File: src/qstg_pkg.sv
// Shared types, constants and the sine table for the queued sine tone generator.
`default_nettype none

package qstg_pkg;

    // Queue geometry
    localparam int QUEUE_DEPTH = 16;
    localparam int PTR_W       = $clog2(QUEUE_DEPTH);
    localparam int USED_W      = $clog2(QUEUE_DEPTH + 1);

    // Sine table geometry (power of two, stored as one quarter wave)
    localparam int SINE_TABLE_SIZE = 1024;
    localparam int SINE_BITS       = $clog2(SINE_TABLE_SIZE);
    localparam int QUARTER_SIZE    = SINE_TABLE_SIZE / 4;
    localparam int QUARTER_BITS    = SINE_BITS - 2;

    // Field widths
    localparam int OP_W     = 2;
    localparam int RATE_W   = 16;
    localparam int FREQ_W   = 15;
    localparam int AMP_W    = 15;
    localparam int DUR_W    = 16;
    localparam int SAMPLE_W = 16;
    localparam int COUNT_W  = 5;
    localparam int LEFT_W   = 22;
    localparam int ENTRY_W  = 16;

    localparam logic [RATE_W-1:0] RATE_RESET = 16'd44100;

    // Duration to sample count: (ms * rate) / 1000 by reciprocal multiply
    localparam int PROD1_W     = DUR_W + RATE_W;
    localparam int RECIP_W     = 29;
    localparam logic [RECIP_W-1:0] RECIP_MAGIC = 29'h10624DD3;
    localparam int RECIP_SHIFT = 38;
    localparam int PROD2_W     = PROD1_W + RECIP_W;
    localparam int COUNT_RAW_W = PROD2_W - RECIP_SHIFT;

    // Shared divider: remainder ops use a 17-bit dividend, the index op a wide one
    localparam int MOD_W  = RATE_W + 1;
    localparam int DIV_W  = RATE_W + SINE_BITS;
    localparam int STEP_W = $clog2(DIV_W + 1);

    // Amplitude scaling
    localparam int MAG_PROD_W = AMP_W + ENTRY_W;
    localparam int MAG_SHIFT  = 15;

    // Q30 polynomial coefficients for sin(pi/2 * x)
    localparam longint unsigned K1  = 64'd1686629713;
    localparam longint unsigned K3  = 64'd693598670;
    localparam longint unsigned K5  = 64'd85569306;
    localparam longint unsigned K7  = 64'd5026995;
    localparam longint unsigned K9  = 64'd172272;
    localparam longint unsigned K11 = 64'd3864;

    typedef enum logic [OP_W-1:0] {
        OP_ENQUEUE = 2'd0,
        OP_SAMPLE  = 2'd1,
        OP_CLEAR   = 2'd2
    } op_t;

    typedef struct packed {
        logic [OP_W-1:0]   op;
        logic [FREQ_W-1:0] tone_frequency;
        logic [AMP_W-1:0]  tone_amplitude;
        logic [DUR_W-1:0]  duration_ms;
    } item_t;

    typedef struct packed {
        logic signed [SAMPLE_W-1:0] sample;
        logic                       sample_valid;
        logic                       queue_drop;
        logic [COUNT_W-1:0]         queue_count;
    } result_t;

    typedef struct packed {
        logic [FREQ_W-1:0] frequency;
        logic [AMP_W-1:0]  amplitude;
        logic [LEFT_W-1:0] remaining;
    } tone_t;

    typedef enum logic [1:0] {
        DIV_WRAP_ACC,
        DIV_INDEX,
        DIV_WRAP_NEXT
    } div_sel_t;

    typedef struct packed {
        logic             load_item;
        logic             mul_duration;
        logic             mul_recip;
        logic             push;
        logic             clear;
        logic             check;
        logic             div_start;
        div_sel_t         div_sel;
        logic             take_phase;
        logic             take_index;
        logic             take_acc;
        logic             rom_read;
        logic             amp_mul;
        logic             countdown;
        logic             result_load;
    } dp_cmd_t;

    typedef struct packed {
        logic queue_empty;
        logic rate_zero;
        logic div_done;
    } dp_status_t;

    typedef struct packed {
        logic              start;
        logic [DIV_W-1:0]  dividend;
        logic [STEP_W-1:0] steps;
    } div_cmd_t;

    typedef enum logic [3:0] {
        S_IDLE,
        S_ENQ_MUL,
        S_ENQ_RECIP,
        S_ENQ_PUSH,
        S_CLEAR,
        S_SMP_CHECK,
        S_SMP_MOD,
        S_SMP_IDX_GO,
        S_SMP_IDX,
        S_SMP_WRAP_GO,
        S_SMP_WRAP,
        S_SMP_ROM,
        S_SMP_MUL,
        S_SMP_END,
        S_FINISH
    } state_t;

    typedef logic [ENTRY_W-1:0] quarter_rom_t [QUARTER_SIZE];

    // Odd polynomial of degree 11 in Horner form, every product truncated to Q30.
    function automatic longint unsigned quarter_sine_q30(input longint unsigned x);
        longint unsigned x2;
        longint unsigned p;
        x2 = (x * x) >> 30;
        p  = K11;
        p  = K9 - ((x2 * p) >> 30);
        p  = K7 - ((x2 * p) >> 30);
        p  = K5 - ((x2 * p) >> 30);
        p  = K3 - ((x2 * p) >> 30);
        p  = K1 - ((x2 * p) >> 30);
        return (x * p) >> 30;
    endfunction

    // Q15 sine magnitude at quarter-wave position m (0 up to QUARTER_SIZE).
    function automatic logic [ENTRY_W-1:0] quarter_value(input int unsigned m);
        longint unsigned x;
        longint unsigned s;
        x = (64'(m) << 32) / SINE_TABLE_SIZE;
        s = (quarter_sine_q30(x) + 64'd16384) >> 15;
        return ENTRY_W'(s);
    endfunction

    function automatic quarter_rom_t build_quarter_rom();
        quarter_rom_t rom;
        int unsigned  i;
        for (i = 0; i < QUARTER_SIZE; i++) begin
            rom[i] = quarter_value(i);
        end
        return rom;
    endfunction

    localparam quarter_rom_t QUARTER_ROM = build_quarter_rom();
    localparam logic [ENTRY_W-1:0] SINE_PEAK = quarter_value(QUARTER_SIZE);

endpackage

`default_nettype wire

File: src/qstg_divider.sv
// Bit-serial restoring divider shared by the phase wrap and table index steps.
`default_nettype none

module qstg_divider
    import qstg_pkg::*;
(
    input  wire logic              clk,
    input  wire logic              rst_n,
    input  wire div_cmd_t          cmd,
    input  wire logic [RATE_W-1:0] divisor,
    output logic                   done,
    output logic [DIV_W-1:0]       quotient,
    output logic [RATE_W-1:0]      remainder
);

    logic              busy_reg;
    logic              done_reg;
    logic [STEP_W-1:0] count_reg;
    logic [DIV_W-1:0]  quo_reg;
    logic [RATE_W-1:0] rem_reg;

    logic [RATE_W:0]   shifted;
    logic [RATE_W+1:0] diff;
    logic              ge;
    logic [RATE_W-1:0] rem_next;

    // One quotient bit per cycle: shift in the next dividend bit and try a subtract.
    always_comb
    begin
        shifted  = {rem_reg, quo_reg[DIV_W-1]};
        diff     = {1'b0, shifted} - {2'b00, divisor};
        ge       = ~diff[RATE_W+1];
        rem_next = ge ? diff[RATE_W-1:0] : shifted[RATE_W-1:0];
    end

    // Iteration control
    always_ff @(posedge clk or negedge rst_n)
    begin
        if (!rst_n)
        begin
            busy_reg  <= 1'b0;
            done_reg  <= 1'b0;
            count_reg <= '0;
        end
        else
        begin
            done_reg <= 1'b0;
            if (cmd.start)
            begin
                busy_reg  <= 1'b1;
                count_reg <= cmd.steps;
            end
            else if (busy_reg)
            begin
                count_reg <= count_reg - 1'b1;
                if (count_reg == STEP_W'(1))
                begin
                    busy_reg <= 1'b0;
                    done_reg <= 1'b1;
                end
            end
        end
    end

    // Partial remainder and quotient shift register
    always_ff @(posedge clk)
    begin
        if (cmd.start)
        begin
            quo_reg <= cmd.dividend;
            rem_reg <= '0;
        end
        else if (busy_reg)
        begin
            quo_reg <= {quo_reg[DIV_W-2:0], ge};
            rem_reg <= rem_next;
        end
    end

    assign done      = done_reg;
    assign quotient  = quo_reg;
    assign remainder = rem_reg;

endmodule

`default_nettype wire

File: src/qstg_datapath.sv
// Datapath: rate register, tone queue, phase accumulator, sine lookup and scaling.
`default_nettype none

module qstg_datapath
    import qstg_pkg::*;
(
    input  wire logic              clk,
    input  wire logic              rst_n,
    input  wire logic              cfg_write,
    input  wire logic [RATE_W-1:0] cfg_data,
    input  wire item_t             item,
    input  wire dp_cmd_t           cmd,
    output dp_status_t             status,
    output result_t                result
);

    localparam logic [USED_W-1:0] USED_FULL = USED_W'(QUEUE_DEPTH);

    function automatic logic [PTR_W-1:0] next_slot(input logic [PTR_W-1:0] i);
        logic [PTR_W-1:0] n;
        if (i == PTR_W'(QUEUE_DEPTH - 1))
        begin
            n = '0;
        end
        else
        begin
            n = i + 1'b1;
        end
        return n;
    endfunction

    logic [RATE_W-1:0]          rate_reg;
    item_t                      item_reg;
    logic [PROD1_W-1:0]         prod1_reg;
    logic [PROD2_W-1:0]         prod2_reg;

    tone_t                      mem [QUEUE_DEPTH];
    tone_t                      rd_reg;
    logic [PTR_W-1:0]           head_reg, head_next;
    logic [PTR_W-1:0]           tail_reg, tail_next;
    logic [USED_W-1:0]          used_reg, used_next;

    logic [RATE_W-1:0]          phase_acc_reg;
    logic [RATE_W-1:0]          phase_reg;
    logic [SINE_BITS-1:0]       index_reg;
    logic [ENTRY_W-1:0]         entry_mag_reg;
    logic                       entry_neg_reg;
    logic [MAG_PROD_W-1:0]      mag_prod_reg;
    logic signed [SAMPLE_W-1:0] sample_reg;
    logic                       smp_valid_reg;
    logic                       drop_reg;
    result_t                    result_reg;

    logic [COUNT_RAW_W-1:0]     count_raw;
    logic [LEFT_W-1:0]          count_sat;
    logic                       count_zero;
    logic                       queue_full;
    logic                       queue_empty;
    logic                       push_write;
    logic [LEFT_W-1:0]          left;
    logic                       pop;
    logic                       wr_en;
    logic [PTR_W-1:0]           wr_addr;
    tone_t                      wr_data;

    div_cmd_t                   div_cmd;
    logic                       div_done;
    logic [DIV_W-1:0]           div_quotient;
    logic [RATE_W-1:0]          div_remainder;
    logic [MOD_W-1:0]           phase_sum;

    logic                       rom_odd;
    logic [QUARTER_BITS-1:0]    rom_low;
    logic [QUARTER_BITS-1:0]    rom_mirror;
    logic [ENTRY_W-1:0]         rom_value;
    logic [SAMPLE_W-1:0]        mag;

    // Sample count for an enqueue, saturated to the counter width
    always_comb
    begin
        count_raw  = prod2_reg[PROD2_W-1:RECIP_SHIFT];
        count_sat  = (|count_raw[COUNT_RAW_W-1:LEFT_W]) ? '1 : count_raw[LEFT_W-1:0];
        count_zero = (count_sat == '0);
    end

    // Queue flags and the writes that the current command causes
    always_comb
    begin
        queue_full  = (used_reg == USED_FULL);
        queue_empty = (used_reg == '0);
        push_write  = cmd.push && !count_zero && !queue_full;
        left        = rd_reg.remaining - 1'b1;
        pop         = cmd.countdown && (left == '0);
        wr_en       = push_write || (cmd.countdown && !pop);
        wr_addr     = cmd.push ? tail_reg : head_reg;
        if (cmd.push)
        begin
            wr_data.frequency = item_reg.tone_frequency;
            wr_data.amplitude = item_reg.tone_amplitude;
            wr_data.remaining = count_sat;
        end
        else
        begin
            wr_data.frequency = rd_reg.frequency;
            wr_data.amplitude = rd_reg.amplitude;
            wr_data.remaining = left;
        end
    end

    // Pointer and fill count updates
    always_comb
    begin
        head_next = head_reg;
        tail_next = tail_reg;
        used_next = used_reg;
        if (cmd.clear)
        begin
            head_next = '0;
            tail_next = '0;
            used_next = '0;
        end
        else if (push_write)
        begin
            tail_next = next_slot(tail_reg);
            used_next = used_reg + 1'b1;
        end
        else if (pop)
        begin
            head_next = next_slot(head_reg);
            used_next = used_reg - 1'b1;
        end
    end

    always_ff @(posedge clk or negedge rst_n)
    begin
        if (!rst_n)
        begin
            head_reg <= '0;
            tail_reg <= '0;
            used_reg <= '0;
        end
        else
        begin
            head_reg <= head_next;
            tail_reg <= tail_next;
            used_reg <= used_next;
        end
    end

    // Tone queue memory with a registered read of the head entry
    always_ff @(posedge clk)
    begin
        if (wr_en)
        begin
            mem[wr_addr] <= wr_data;
        end
        rd_reg <= mem[head_reg];
    end

    // Sample rate register and phase accumulator
    always_ff @(posedge clk or negedge rst_n)
    begin
        if (!rst_n)
        begin
            rate_reg      <= RATE_RESET;
            phase_acc_reg <= '0;
        end
        else
        begin
            if (cfg_write)
            begin
                rate_reg <= cfg_data;
            end
            if (cmd.check && !queue_empty && (rate_reg == '0))
            begin
                phase_acc_reg <= '0;
            end
            else if (cmd.take_acc)
            begin
                phase_acc_reg <= div_remainder;
            end
        end
    end

    // Divider operand selection; remainder ops left-align a short dividend
    always_comb
    begin
        phase_sum        = MOD_W'(phase_reg) + MOD_W'(rd_reg.frequency);
        div_cmd.start    = cmd.div_start;
        unique case (cmd.div_sel)
            DIV_INDEX:
            begin
                div_cmd.dividend = {phase_reg, {SINE_BITS{1'b0}}};
                div_cmd.steps    = STEP_W'(DIV_W);
            end
            DIV_WRAP_NEXT:
            begin
                div_cmd.dividend = {phase_sum, {(DIV_W - MOD_W){1'b0}}};
                div_cmd.steps    = STEP_W'(MOD_W);
            end
            default:
            begin
                div_cmd.dividend = {1'b0, phase_acc_reg, {(DIV_W - MOD_W){1'b0}}};
                div_cmd.steps    = STEP_W'(MOD_W);
            end
        endcase
    end

    qstg_divider u_divider (
        .clk       (clk),
        .rst_n     (rst_n),
        .cmd       (div_cmd),
        .divisor   (rate_reg),
        .done      (div_done),
        .quotient  (div_quotient),
        .remainder (div_remainder)
    );

    // Quarter-wave lookup: mirror in odd quadrants, sign from the upper half
    always_comb
    begin
        rom_odd    = index_reg[SINE_BITS-2];
        rom_low    = index_reg[QUARTER_BITS-1:0];
        rom_mirror = '0 - rom_low;
        if (rom_odd && (rom_low == '0))
        begin
            rom_value = SINE_PEAK;
        end
        else
        begin
            rom_value = QUARTER_ROM[rom_odd ? rom_mirror : rom_low];
        end
        mag = mag_prod_reg[MAG_PROD_W-1:MAG_SHIFT];
    end

    // Item, enqueue arithmetic and sample pipeline registers
    always_ff @(posedge clk)
    begin
        if (cmd.load_item)
        begin
            item_reg      <= item;
            sample_reg    <= '0;
            smp_valid_reg <= 1'b0;
            drop_reg      <= 1'b0;
        end
        if (cmd.mul_duration)
        begin
            prod1_reg <= PROD1_W'(item_reg.duration_ms) * PROD1_W'(rate_reg);
        end
        if (cmd.mul_recip)
        begin
            prod2_reg <= PROD2_W'(prod1_reg) * PROD2_W'(RECIP_MAGIC);
        end
        if (cmd.push)
        begin
            drop_reg <= !count_zero && queue_full;
        end
        if (cmd.check)
        begin
            smp_valid_reg <= !queue_empty;
            entry_mag_reg <= '0;
            entry_neg_reg <= 1'b0;
        end
        if (cmd.take_phase)
        begin
            phase_reg <= div_remainder;
        end
        if (cmd.take_index)
        begin
            index_reg <= (|div_quotient[DIV_W-1:SINE_BITS]) ? '1
                                                            : div_quotient[SINE_BITS-1:0];
        end
        if (cmd.rom_read)
        begin
            entry_mag_reg <= rom_value;
            entry_neg_reg <= index_reg[SINE_BITS-1];
        end
        if (cmd.amp_mul)
        begin
            mag_prod_reg <= MAG_PROD_W'(rd_reg.amplitude) * MAG_PROD_W'(entry_mag_reg);
        end
        if (cmd.countdown)
        begin
            sample_reg <= $signed(entry_neg_reg ? ('0 - mag) : mag);
        end
        if (cmd.result_load)
        begin
            result_reg.sample       <= sample_reg;
            result_reg.sample_valid <= smp_valid_reg;
            result_reg.queue_drop   <= drop_reg;
            result_reg.queue_count  <= COUNT_W'(used_reg);
        end
    end

    assign status.queue_empty = queue_empty;
    assign status.rate_zero   = (rate_reg == '0);
    assign status.div_done    = div_done;
    assign result             = result_reg;

`ifndef SYNTHESIS
    // An empty or a full queue has its pointers on the same slot.
    a_ptr_consistent: assert property (@(posedge clk) disable iff (!rst_n)
        (used_reg == '0 || used_reg == USED_FULL) |-> head_reg == tail_reg)
        else $error("queue pointers disagree with fill count");

    // A wrapped phase lands below the sample rate.
    a_phase_wrapped: assert property (@(posedge clk) disable iff (!rst_n)
        cmd.take_acc |=> phase_acc_reg < rate_reg)
        else $error("phase accumulator not below sample rate");

    // A push into a full queue leaves the tail where it was.
    a_full_no_push: assert property (@(posedge clk) disable iff (!rst_n)
        (cmd.push && queue_full) |=> $stable(tail_reg) && used_reg == USED_FULL)
        else $error("tone written into a full queue");
`endif

endmodule

`default_nettype wire

File: src/qstg_ctrl.sv
// Controller state machine that sequences the datapath for each input beat.
`default_nettype none

module qstg_ctrl
    import qstg_pkg::*;
(
    input  wire logic            clk,
    input  wire logic            rst_n,
    input  wire logic            item_valid,
    input  wire logic [OP_W-1:0] item_op,
    output logic                 item_stall,
    output logic                 result_valid,
    input  wire logic            result_stall,
    input  wire dp_status_t      status,
    output dp_cmd_t              cmd
);

    state_t state_reg, state_next;
    logic   result_valid_reg, result_valid_next;
    logic   out_free;

    assign out_free = !result_valid_reg || !result_stall;

    // Next state
    always_comb
    begin
        state_next = state_reg;
        unique case (state_reg)
            S_IDLE:
            begin
                if (item_valid)
                begin
                    unique case (item_op)
                        OP_ENQUEUE: state_next = S_ENQ_MUL;
                        OP_SAMPLE:  state_next = S_SMP_CHECK;
                        OP_CLEAR:   state_next = S_CLEAR;
                        default:    state_next = S_FINISH;
                    endcase
                end
            end
            S_ENQ_MUL:   state_next = S_ENQ_RECIP;
            S_ENQ_RECIP: state_next = S_ENQ_PUSH;
            S_ENQ_PUSH:  state_next = S_FINISH;
            S_CLEAR:     state_next = S_FINISH;
            S_SMP_CHECK:
            begin
                priority if (status.queue_empty)
                begin
                    state_next = S_FINISH;
                end
                else if (status.rate_zero)
                begin
                    state_next = S_SMP_MUL;
                end
                else
                begin
                    state_next = S_SMP_MOD;
                end
            end
            S_SMP_MOD:
            begin
                if (status.div_done)
                begin
                    state_next = S_SMP_IDX_GO;
                end
            end
            S_SMP_IDX_GO: state_next = S_SMP_IDX;
            S_SMP_IDX:
            begin
                if (status.div_done)
                begin
                    state_next = S_SMP_WRAP_GO;
                end
            end
            S_SMP_WRAP_GO: state_next = S_SMP_WRAP;
            S_SMP_WRAP:
            begin
                if (status.div_done)
                begin
                    state_next = S_SMP_ROM;
                end
            end
            S_SMP_ROM: state_next = S_SMP_MUL;
            S_SMP_MUL: state_next = S_SMP_END;
            S_SMP_END: state_next = S_FINISH;
            S_FINISH:
            begin
                if (out_free)
                begin
                    state_next = S_IDLE;
                end
            end
            default: state_next = S_IDLE;
        endcase
    end

    // Datapath commands
    always_comb
    begin
        cmd = '0;
        unique case (state_reg)
            S_IDLE:       cmd.load_item    = item_valid;
            S_ENQ_MUL:    cmd.mul_duration = 1'b1;
            S_ENQ_RECIP:  cmd.mul_recip    = 1'b1;
            S_ENQ_PUSH:   cmd.push         = 1'b1;
            S_CLEAR:      cmd.clear        = 1'b1;
            S_SMP_CHECK:
            begin
                cmd.check     = 1'b1;
                cmd.div_start = !status.queue_empty && !status.rate_zero;
                cmd.div_sel   = DIV_WRAP_ACC;
            end
            S_SMP_MOD:    cmd.take_phase   = status.div_done;
            S_SMP_IDX_GO:
            begin
                cmd.div_start = 1'b1;
                cmd.div_sel   = DIV_INDEX;
            end
            S_SMP_IDX:    cmd.take_index   = status.div_done;
            S_SMP_WRAP_GO:
            begin
                cmd.div_start = 1'b1;
                cmd.div_sel   = DIV_WRAP_NEXT;
            end
            S_SMP_WRAP:   cmd.take_acc     = status.div_done;
            S_SMP_ROM:    cmd.rom_read     = 1'b1;
            S_SMP_MUL:    cmd.amp_mul      = 1'b1;
            S_SMP_END:    cmd.countdown    = 1'b1;
            S_FINISH:     cmd.result_load  = out_free;
            default:      cmd              = '0;
        endcase
    end

    // Output register occupancy: set on load, cleared when the beat is taken
    always_comb
    begin
        priority if (cmd.result_load)
        begin
            result_valid_next = 1'b1;
        end
        else if (!result_stall)
        begin
            result_valid_next = 1'b0;
        end
        else
        begin
            result_valid_next = result_valid_reg;
        end
    end

    always_ff @(posedge clk or negedge rst_n)
    begin
        if (!rst_n)
        begin
            state_reg        <= S_IDLE;
            result_valid_reg <= 1'b0;
        end
        else
        begin
            state_reg        <= state_next;
            result_valid_reg <= result_valid_next;
        end
    end

    assign item_stall   = (state_reg != S_IDLE);
    assign result_valid = result_valid_reg;

`ifndef SYNTHESIS
    // A finished result waits while the previous beat is still held by the consumer.
    a_finish_holds: assert property (@(posedge clk) disable iff (!rst_n)
        (state_reg == S_FINISH && result_valid_reg && result_stall)
        |=> state_reg == S_FINISH)
        else $error("result register overwritten while stalled");
`endif

endmodule

`default_nettype wire

File: src/queued_sine_tone_generator_core.sv
// Top level of the queued sine tone generator.
//
// Tones (frequency in Hz, amplitude, duration in ms) are queued in a
// sixteen-entry FIFO; each sample request plays the head tone through a
// quarter-wave sine table, advances the phase by the frequency modulo the
// sample rate and pops the tone when its sample count runs out. Both channels
// move one beat per handshake on valid and stall; the sample rate register is
// written with cfg_write, and the user must write it only while the block is
// idle, which the block itself does not enforce. Every input beat yields
// exactly one result beat, and a new beat is taken as soon as the previous
// one has been handed to the output register. An enqueue runs two registered
// multiplies that turn the duration into a sample count. With a nonzero rate
// and a tone queued, a sample request runs the bit-serial divider three times:
// 17 steps to wrap the phase, 26 for the table index, 17 for the next phase.
`default_nettype none

module queued_sine_tone_generator_core
    import qstg_pkg::*;
(
    input  wire logic              clk,
    input  wire logic              rst_n,
    input  wire logic              cfg_write,
    input  wire logic [RATE_W-1:0] cfg_data,
    input  wire logic              item_valid,
    output logic                   item_stall,
    input  wire item_t             item,
    output logic                   result_valid,
    input  wire logic              result_stall,
    output result_t                result
);

    dp_cmd_t    cmd;
    dp_status_t status;

    qstg_ctrl u_ctrl (
        .clk          (clk),
        .rst_n        (rst_n),
        .item_valid   (item_valid),
        .item_op      (item.op),
        .item_stall   (item_stall),
        .result_valid (result_valid),
        .result_stall (result_stall),
        .status       (status),
        .cmd          (cmd)
    );

    qstg_datapath u_datapath (
        .clk       (clk),
        .rst_n     (rst_n),
        .cfg_write (cfg_write),
        .cfg_data  (cfg_data),
        .item      (item),
        .cmd       (cmd),
        .status    (status),
        .result    (result)
    );

endmodule

`default_nettype wire

File: config.mk
export PLATFORM = sky130hd
export DESIGN_NAME = queued_sine_tone_generator_core
export DESIGN_NICKNAME = d
export VERILOG_FILES = /design/src/qstg_pkg.sv /design/src/qstg_divider.sv /design/src/qstg_datapath.sv /design/src/qstg_ctrl.sv /design/src/queued_sine_tone_generator_core.sv
export SDC_FILE = /design/constraint.sdc
export NUM_CORES = 2
export LEC_CHECK = 0
export BUFFER_PORTS_ARGS = -buffer_cell sky130_fd_sc_hd__buf_2
export CORE_ASPECT_RATIO = 0.9
export CORE_UTILIZATION = 50
export DETAILED_ROUTE_END_ITERATION = 10
export PLACE_DENSITY = 0.65
export SETUP_SLACK_MARGIN = 0.3
export SYNTH_ARGS = -nofsm -noshare
export SYNTH_HDL_FRONTEND = slang
export SYNTH_HIERARCHICAL = 1
export SYNTH_SLANG_ARGS = --single-unit
File: constraint.sdc
create_clock -name clk -period 8.2 [get_ports clk]
set_input_delay 2.05 -clock clk [delete_from_list [all_inputs] [get_ports clk]]
set_output_delay 2.05 -clock clk [all_outputs]
set_load 0.1 [all_outputs]
==> impl_results.html <==
<table>
<tr><th>Metric</th><th>Value</th></tr>
<tr><th colspan="2">Status</th></tr>
<tr><td>Outcome</td><td>complete, no violations</td></tr>
<tr><th colspan="2">Timing</th></tr>
<tr><td>Slew of the pin with the lowest slew margin</td><td>1.300 ns</td></tr>
<tr><td>Clock Skews</td><td>0.1077 ns</td></tr>
<tr><td>Time the worst path needs with I/O delays and setup</td><td>7.730 ns</td></tr>
<tr><td>Minimum setup slack in the final design</td><td>0.4701 ns</td></tr>
<tr><td>Final Hold Fails</td><td>0</td></tr>
<tr><td>Achievable clock frequency</td><td>129.4 MHz</td></tr>
<tr><td>Final critical-path share of the clock period</td><td>94.27%</td></tr>
<tr><td>Final-report max-slew violation count</td><td>0</td></tr>
<tr><td>Max transition margin</td><td>13.35%</td></tr>
<tr><td>Number of setup violations in the final report</td><td>0</td></tr>
<tr><td>Sum Neg Setup Slack</td><td>0 ns</td></tr>
<tr><td>Worst hold slack across all endpoints</td><td>0.4170 ns</td></tr>
<tr><td>RSZ-0062 raised after global routing</td><td>yes</td></tr>
<tr><th colspan="2">CTS</th></tr>
<tr><td>CTS Sinks</td><td>1184</td></tr>
<tr><td>Clock slew seen by the registers of the worst setup and hold paths</td><td>0.08 ns</td></tr>
<tr><td>Max clock buf depth</td><td>3</td></tr>
<tr><td>Buffer type at the clock tree root</td><td>clkbuf_16</td></tr>
<tr><td>Inserted Clock Buffers</td><td>118</td></tr>
<tr><td>Latest clock arrival within the worst-skew pair</td><td>0.79 ns</td></tr>
<tr><td>CTS HTree Levels</td><td>3</td></tr>
<tr><td>CTS tree</td><td>yes</td></tr>
<tr><td>Hold-fix buffer count after cts</td><td>0</td></tr>
<tr><th colspan="2">Synthesis</th></tr>
<tr><td>Average footprint of a synthesized cell</td><td>12.62 µm²</td></tr>
<tr><td>Synthesized cell area</td><td>80840 µm²</td></tr>
<tr><td>Number of flops mapped to enable cells by yosys</td><td>1059</td></tr>
<tr><td>Synthesized instance count</td><td>6408</td></tr>
<tr><td>Post-Synth XOR/XNOR Area</td><td>1.495%</td></tr>
<tr><td>Multiplexer share of the synthesized area</td><td>8.784%</td></tr>
<tr><td>Compound-cell area share of the yosys netlist</td><td>6.471%</td></tr>
<tr><td>Warning count from the yosys run</td><td>6</td></tr>
<tr><td>Post-synthesis sequential element count</td><td>1184</td></tr>
<tr><td>Main combinational cell family by area after synthesis</td><td>adder cells</td></tr>
<tr><td>Basic-gate share of the synthesized area counting and, or, nand and nor cells</td><td>7.683%</td></tr>
<tr><td>Part of the Yosys area used for sequential elements</td><td>42.80%</td></tr>
<tr><td>Count of different cell masters after synthesis</td><td>103</td></tr>
<tr><td>Dominant synthesized flop cell</td><td>edfxtp_1</td></tr>
<tr><td>Arithmetic-cell share of the synthesized area counting full adders, half adders and majority gates</td><td>26.66%</td></tr>
<tr><td>Post-synth ARST share</td><td>4.814%</td></tr>
<tr><th colspan="2">Critical path</th></tr>
<tr><td>Data arrival time of the critical path</td><td>8.34 ns</td></tr>
<tr><td>Kind of capture point of the worst setup path</td><td>flop</td></tr>
<tr><td>Standard cell with the maximum stage delay on the critical path</td><td>edfxtp_1</td></tr>
<tr><td>Setup CP Type</td><td>flop to flop</td></tr>
<tr><td>Nature of the critical path startpoint</td><td>flop</td></tr>
<tr><td>Data required time at the worst endpoint</td><td>8.81 ns</td></tr>
<tr><td>Most common cell on crit path</td><td>fa_1</td></tr>
<tr><td>Critical path's largest stage delay</td><td>0.63 ns</td></tr>
<tr><td>Top fanout value on the critical path</td><td>10</td></tr>
<tr><td>Crit path buffers/inverters</td><td>8</td></tr>
<tr><td>Crit-path leading delay family</td><td>adder cells</td></tr>
<tr><th colspan="2">Cells and area</th></tr>
<tr><td>Number of flip-flops under the largest register name</td><td>832</td></tr>
<tr><td>Total non-filler cell area in the finished layout</td><td>88100 µm²</td></tr>
<tr><td>Area added between synthesis and finish</td><td>8.988%</td></tr>
<tr><td>Number of nets in the layout</td><td>7859</td></tr>
<tr><td>Number of fill cells in the layout</td><td>13320</td></tr>
<tr><td>Share of post-route cells with drive strength above 1</td><td>12.61%</td></tr>
<tr><th colspan="2">Placed design</th></tr>
<tr><td>Cell Area, Placed</td><td>84020 µm²</td></tr>
<tr><td>Count of input and output buffers</td><td>93</td></tr>
<tr><td>HPWL after DPL</td><td>153000 µm</td></tr>
<tr><td>Place WS</td><td>0.3267 ns</td></tr>
<tr><td>Routability Congestion</td><td>0.9568</td></tr>
<tr><th colspan="2">Detailed routing</th></tr>
<tr><td>TritonRoute pass-1 iters</td><td>6</td></tr>
<tr><td>Vias</td><td>51670</td></tr>
<tr><td>Starting DRC count in detailed routing</td><td>5236</td></tr>
<tr><td>Routed WL</td><td>218800 µm</td></tr>
<tr><td>Remaining routing DRC violations</td><td>0</td></tr>
<tr><td>Antenna-violating nets left</td><td>0</td></tr>
<tr><td>Via density</td><td>5.941</td></tr>
<tr><td>Routed wire per std cell</td><td>25.15 µm</td></tr>
<tr><th colspan="2">Min path</th></tr>
<tr><td>Worst min-delay path category</td><td>flop to flop</td></tr>
<tr><th colspan="2">Die</th></tr>
<tr><td>Initial cell density of the core</td><td>50.52%</td></tr>
<tr><td>Row count</td><td>139</td></tr>
<tr><td>Die Span Y</td><td>383.5 µm</td></tr>
<tr><td>Width of the die</td><td>425.8 µm</td></tr>
<tr><td>Full die area</td><td>163300 µm²</td></tr>
<tr><td>I/O pin cnt</td><td>94</td></tr>
<tr><td>Floorplan Core Area</td><td>160000 µm²</td></tr>
<tr><th colspan="2">Global routing</th></tr>
<tr><td>First-pass GRT wire length</td><td>332700 µm</td></tr>
<tr><td>Number of global-route vias before repair</td><td>52900</td></tr>
<tr><td>Initial antenna violation count</td><td>20</td></tr>
<tr><td>Leftover overflow at the end of global routing</td><td>0</td></tr>
<tr><td>Maximum number of pins on one net before global-route repair</td><td>93</td></tr>
<tr><td>Aggregate global-route resource usage</td><td>27.18%</td></tr>
<tr><th colspan="2">Flow run</th></tr>
<tr><td>Max-cap check violation count</td><td>0</td></tr>
</table>
timing repair:
action / 4_1_cts / 5_1_grt
pin swaps: 0 / 0
endpoints found under the setup margin: 2 / 11
buffers inserted: 0 / 3
resized for setup: 1 / 4
synth_stat cells, types with 41 or more instances:
master    instances  share of area, %
xnor2_1          81              0.88
o211ai_1         41              0.38
dfrtp_1          51               1.6
clkbuf_1        223               1.0
inv_1          1005               4.7
edfxtp_1       1059                39
a21o_1           51              0.47
a31oi_1          45              0.35
o21ai_0         174               1.1
a21oi_1         209               1.3
mux4_2          262               7.3
nor3_1           69              0.43
ha_1            644                10
xor2_1           57              0.62
fa_1            674                17
nand3_1          61              0.38
nand2_1         501               2.3
and2_1          202               1.6
mux2_2           74               1.0
nor2_1          273               1.3
dfxtp_1          68               1.7
logic make-up after synthesis:
kind of cell    Yosys count
mux                     371
buf+inv                1292
xor+xnor                138
compound gates          798
fa+ha+maj              1318
other cells               2
simple gates           1305
flops                  1184
layer usage:
metal  vias up  global-route usage, %  routed length [µm]  share of wire (%)
li1      22530                      -                   -                  -
met1     26600                  39.27               94600                 43
met2      2149                  42.32              101200                 46
met3       384                  4.042               15490                7.1
met4        12                  8.927                7381                3.4
met5         -                      0                  82              0.037
layout make-up:
cell class | count | area (µm²) | area share, %
clock buffers | 146 | 3149 | 3.575
multi-input cells | 3941 | 41590 | 47.20
clock inverters | 78 | 873.3 | 0.9913
repair buffers | 216 | 1426 | 1.619
diodes | 6 | 15.01 | 0.01704
inverters | 1011 | 3795 | 4.307
well taps | 2115 | 2646 | 3.004
flip-flops and latches | 1184 | 34610 | 39.28
worst reg2reg max path, stage by stage (launching register included):
cell	delay (ns)
edfxtp_1	0.63
ha_1	0.32
fa_1	0.43
fa_1	0.52
inv_1	0.06
fa_1	0.47
inv_1	0.05
fa_1	0.50
inv_1	0.06
fa_1	0.53
inv_1	0.05
fa_1	0.48
inv_1	0.05
fa_1	0.52
inv_1	0.06
ha_1	0.30
a21oi_1	0.14
o22ai_1	0.08
nor3_1	0.29
a2111oi_0	0.19
buf_4	0.18
a211oi_2	0.47
nor3b_1	0.12
buf_4	0.17
o31a_1	0.34
or4_1	0.40
nand4_1	0.09
final timing paths:
| kind | startpoint | end | slack (ns) | depth (start not counted) |
|---|---|---|---|---|
| min | u_datapath/sample_reg[0]$_SDFFCE_PN0P_ | u_datapath/result[7]$_DFFE_PP_ | 0.42 | 0 |
| min reg2reg | u_datapath/sample_reg[0]$_SDFFCE_PN0P_ | u_datapath/result[7]$_DFFE_PP_ | 0.42 | 0 |
| max reg2reg | u_datapath/prod1_reg[5]$_DFFE_PP_ | u_datapath/prod2_reg[58]$_DFFE_PP_ | 0.47 | 26 |
| min in group asynchronous | rst_n | u_datapath/rate_reg[0]$_DFFE_PN0P_ | 1.48 | 2 |
| max in group asynchronous | rst_n | u_datapath/head_reg[3]$_DFFE_PN0P_ | 5.99 | 2 |
| max | u_datapath/prod1_reg[5]$_DFFE_PP_ | u_datapath/prod2_reg[58]$_DFFE_PP_ | 0.47 | 26 |
layout by cell type (no fill, tap or decap), types with 63 or more instances in the layout:
cell,netlist,routed
mux2_2,74,74
nor3_1,69,63
buf_2,14,93
and2_1,202,201
inv_1,1005,1005
o21ai_0,174,172
dfxtp_1,68,68
fa_1,674,674
nand2_1,501,500
clkbuf_16,0,119
nor2_1,273,255
buf_4,3,120
xnor2_1,81,77
edfxtp_1,1059,1059
ha_1,644,644
mux4_2,262,262
a21oi_1,209,208
through the flow:
step                utilization, %  cells
CTS                          55.03   8688
detailed placement           52.51   8464
floorplan                        -   6417
finish                       55.06   8697
global placement             52.51   8464
global route                 55.06   8695
Power is not shown: default switching activity piles up to over one toggle a cycle in this logic, so the estimate is an artifact.
